### src/hdl/fflpa_pkg.sv
// ----------------------------------------------------------------------------
// fflpa_pkg: shared types and constants of the page allocator
// Field widths, operation and status codes, shared adder op and ring controls.
// ----------------------------------------------------------------------------
package fflpa_pkg;

    localparam int POOL_PAGES_DEF   = 1024;
    localparam int MAX_BLOCKS_LIMIT = 64;

    localparam int OP_W     = 2;
    localparam int BLK_W    = 7;
    localparam int PAGE_W   = 10;
    localparam int STATUS_W = 3;
    localparam int FREE_W   = 11;

    localparam int S_DATA_W = 24;
    localparam int M_DATA_W = 24;
    localparam int M_PAD_W  = M_DATA_W - PAGE_W - FREE_W;

    localparam logic [BLK_W-1:0] MAX_CFG_RESET = 7'd64;

    typedef enum logic [OP_W-1:0] {
        OP_ALLOC  = 2'd0,
        OP_APPEND = 2'd1,
        OP_FREE   = 2'd2
    } op_t;

    typedef enum logic [STATUS_W-1:0] {
        STS_GRANTED    = 3'd0,
        STS_DONE       = 3'd1,
        STS_ALREADY    = 3'd2,
        STS_OVER_LIMIT = 3'd3,
        STS_SHORT      = 3'd4,
        STS_IGNORED    = 3'd5
    } status_t;

    typedef enum logic {
        ALU_ADD = 1'b0,
        ALU_SUB = 1'b1
    } alu_op_t;

    typedef struct packed {
        logic rd_head;
        logic adv_head;
        logic push;
        logic map_rd;
        logic map_set;
        logic map_clr;
    } ring_ctrl_t;

endpackage

### src/hdl/fflpa_alu.sv
// ----------------------------------------------------------------------------
// fflpa_alu: shared add / compare unit
// One carry adder serves sums and less-than compares of the sequencer.
// ----------------------------------------------------------------------------
module fflpa_alu #(
    parameter int W = 8
) (
    input  fflpa_pkg::alu_op_t op,
    input  logic [W-1:0]       a,
    input  logic [W-1:0]       b,
    output logic [W-1:0]       res,
    output logic               lt
);
    import fflpa_pkg::*;

    logic         is_sub;
    logic [W-1:0] b_x;
    logic [W:0]   full;

    assign is_sub = (op == ALU_SUB);
    assign b_x    = is_sub ? ~b : b;
    assign full   = {1'b0, a} + {1'b0, b_x} + {{W{1'b0}}, is_sub};
    assign res    = full[W-1:0];
    // no carry out of a - b means a borrow
    assign lt     = is_sub && !full[W];

endmodule

### config.mk
export PLATFORM = sky130hd
export DESIGN_NAME = fflpa_alu
export DESIGN_NICKNAME = d
export VERILOG_FILES = /design/src/hdl/fflpa_pkg.sv /design/src/hdl/fflpa_alu.sv
export SDC_FILE = /design/constraint.sdc
export NUM_CORES = 1
export LEC_CHECK = 0
export BUFFER_PORTS_ARGS = -buffer_cell sky130_fd_sc_hd__buf_2
export CORE_MARGIN = 2
export CORE_UTILIZATION = 34
export DETAILED_ROUTE_END_ITERATION = 8
export PLACE_DENSITY = 0.72
export SETUP_SLACK_MARGIN = 0.05
export SLEW_MARGIN = 20
export SYNTH_ARGS = -nofsm -noshare
export SYNTH_HDL_FRONTEND = slang
export SYNTH_SLANG_ARGS = --single-unit
### constraint.sdc
create_clock -name vclk -period 6.22
set_input_delay 1.555 -clock vclk [all_inputs]
set_output_delay 1.555 -clock vclk [all_outputs]
set_load 0.05 [all_outputs]
==> flow_metrics.env <==
export IMPL_result_of_the_run="completed"
export IMPL_grt_met3_usage=0
export IMPL_routed_wirelength_microns=958
export IMPL_post_synthesis_to_final_layout_area_growth_pct=30.1
export IMPL_hold_slack_ns=3.48
export IMPL_antenna_diode_count=0
export IMPL_worst_slew_pin_transition_ns=0.270
export IMPL_final_setup_tns_ns=0
export IMPL_die_h_microns=40.7
export IMPL_synthesis_instances=57
export IMPL_cpPeakStageDelay_ns=0.43
export IMPL_drt_iter0_drc=5
export IMPL_worstHoldPathType="in -> out"
export IMPL_ys_warnings_count=0
export IMPL_max_slew_margin_rel=0.819
export IMPL_drive_above_1_share=0.366
export IMPL_crit_slowest_cell="sky130_fd_sc_hd__fa_1"
export IMPL_mappedNetlistArea_sq_um=458
export IMPL_grt_pass1_vias=363
export IMPL_critPathKind="in -> out"
export IMPL_grt_overflow_total=0
export IMPL_min_delay_path_depth=3
export IMPL_boundaryPins=26
export IMPL_crit_path_end_kind="output port"
export IMPL_grt_first_pass_wirelength_mm=1.44
export IMPL_power_density_cell_area_mw_per_mm2=227
export IMPL_grt_usage=0.121
export IMPL_max_freq_ghz=0.198
export IMPL_path_max_fanout=9
export IMPL_setup_viol_count_final=0
export IMPL_hold_vio_cnt_final=0
export IMPL_grt_antenna_before_repair=0
export IMPL_yosysUniqueCellTypes=26
export IMPL_number_of_nets_in_the_synthesized_netlist=82
export IMPL_cpMostUsedCell="sky130_fd_sc_hd__buf_2"
export IMPL_post_cts_setup_buffers=0
export IMPL_groute_layer_met1_usage=0.191
export IMPL_drt_antenna_violating_nets=0
export IMPL_nets=109
export IMPL_finalCriticalPeriod_ns=5.06
export IMPL_postSynthAreaPerCell_sq_um=8.03
export IMPL_fp_row_count=13
export IMPL_top_usage_layer="met2"
export IMPL_final_cell_mix="sky130_fd_sc_hd__buf_2 (26), sky130_fd_sc_hd__xor2_1 (9), sky130_fd_sc_hd__ha_1 (7)"
export IMPL_route_detailed_drc=0
export IMPL_wire_per_inst_microns=9.88
export IMPL_start_util=0.356
export IMPL_maximum_number_of_pins_on_one_net_before_global_route_repair=10
export IMPL_sequential_fraction_of_the_synthesis_area=0
export IMPL_cp_data_arrival_time_ns=3.51
export IMPL_clock_buffer_count=0
export IMPL_required_ns=4.66
export IMPL_dieArea_sq_mm=0.00166
export IMPL_groute_layer_met2_usage=0.194
export IMPL_post_dp_hpwl_microns=857
export IMPL_total_power_uw=135
export IMPL_area_occupied_by_registers_sq_um=0
export IMPL_worst_ir_drop_vdd_mv=0.0804
export IMPL_layout_cells_most_common="sky130_fd_sc_hd__buf_2"
export IMPL_static_leak_uw=0.000318
export IMPL_floorplan_core_area_sq_mm=0.00128
export IMPL_placement_io_buffers=26
export IMPL_critical_path_cell_chain="buf_2 -> mux2i_2 -> inv_2 -> fa_1 -> a211oi_1 -> o21ai_0 -> a21o_1 -> a21oi_1 -> buf_2"
export IMPL_rsz0062_at_grt="no"
export IMPL_period_share=0.814
export IMPL_finalWeightedCongestion=0.749
export IMPL_cap_violations=0
export IMPL_startpoint_type_of_the_worst_setup_path="input pin"
export IMPL_holdBufCountCts=0
export IMPL_via_per_inst=4.86
export IMPL_vias=471
export IMPL_cts_resized_gates=0
export IMPL_die_x_microns=40.7
export IMPL_detail_route_first_pass_iterations=4
export IMPL_final_max_slew_viol_count=0
export IMPL_seq_cells=0
==> worst paths after layout <==
kind  from      to  slack (ns)
max     op      lt        1.16
min   a[0]  res[0]        3.48
==> worst max-delay path: cells and delay by family <==
| kind | cells | cell delay (ns) |
|---|---|---|
| compound gates | 4 | 0.77 |
| buf+inv | 3 | 0.52 |
| fa+ha+maj | 1 | 0.43 |
| mux | 1 | 0.23 |
==> Yosys cell counts (2+ instances only) <==
master	count	area [sq um]
sky130_fd_sc_hd__nand3_1	2	10.0
sky130_fd_sc_hd__a21oi_1	3	15.0
sky130_fd_sc_hd__mux2i_1	2	20.0
sky130_fd_sc_hd__ha_1	7	87.6
sky130_fd_sc_hd__a21oi_2	2	17.5
sky130_fd_sc_hd__nand2_1	3	11.3
sky130_fd_sc_hd__a21o_1	4	30.0
sky130_fd_sc_hd__xnor2_1	3	26.3
sky130_fd_sc_hd__o21ai_0	3	15.0
sky130_fd_sc_hd__nor2_1	4	15.0
sky130_fd_sc_hd__xor2_1	9	78.8
==> cells by family (layout without fill, tap and decap cells) <==
family / after synthesis / in the layout / synth area share
xor gates and xnor gates: 12 / 12 / 0.230
muxes: 3 / 3 / 0.0738
and+or+nand+nor: 12 / 12 / 0.123
AOI/OAI and AO/OA: 19 / 19 / 0.298
buffers and inverters: 3 / 28 / 0.0410
adders and majority gates: 8 / 8 / 0.235
==> per-stage QoR <==
stage	worst slack, ns	cells	cell area, sq um	util
final	1.16	97	596	0.463
after CTS	1.15	97	596	0.463
after global routing	1.04	97	596	0.463
after floorplan	0.979	57	458	-
after global placement	1.21	97	596	0.463
after detailed placement	1.16	97	596	0.463
==> area by class of cell <==
type | instances | area [sq um]
inverter | 2 | 7.51
timing repair buffer | 26 | 130
tap | 15 | 18.8
fill | 145 | 689
multi-input combinational | 54 | 439
==> metal layers <==
layer / part of all wire / vias to the layer above
li1: - / 260
met1: 0.50 / 203
met2: 0.47 / 8
met3: 0.024 / 0
met4: 0 / 0
met5: 0 / -
==> report_power, final <==
group	leakage, uW	total (uW)	internal [uW]	switching [uW]
clock network	0	0	0	0
registers	0	0	0	0
logic	0.000318	135	42.8	92.5
total	0.000318	135	42.8	92.5
Note: power is estimated with default switching activity, not from simulation.
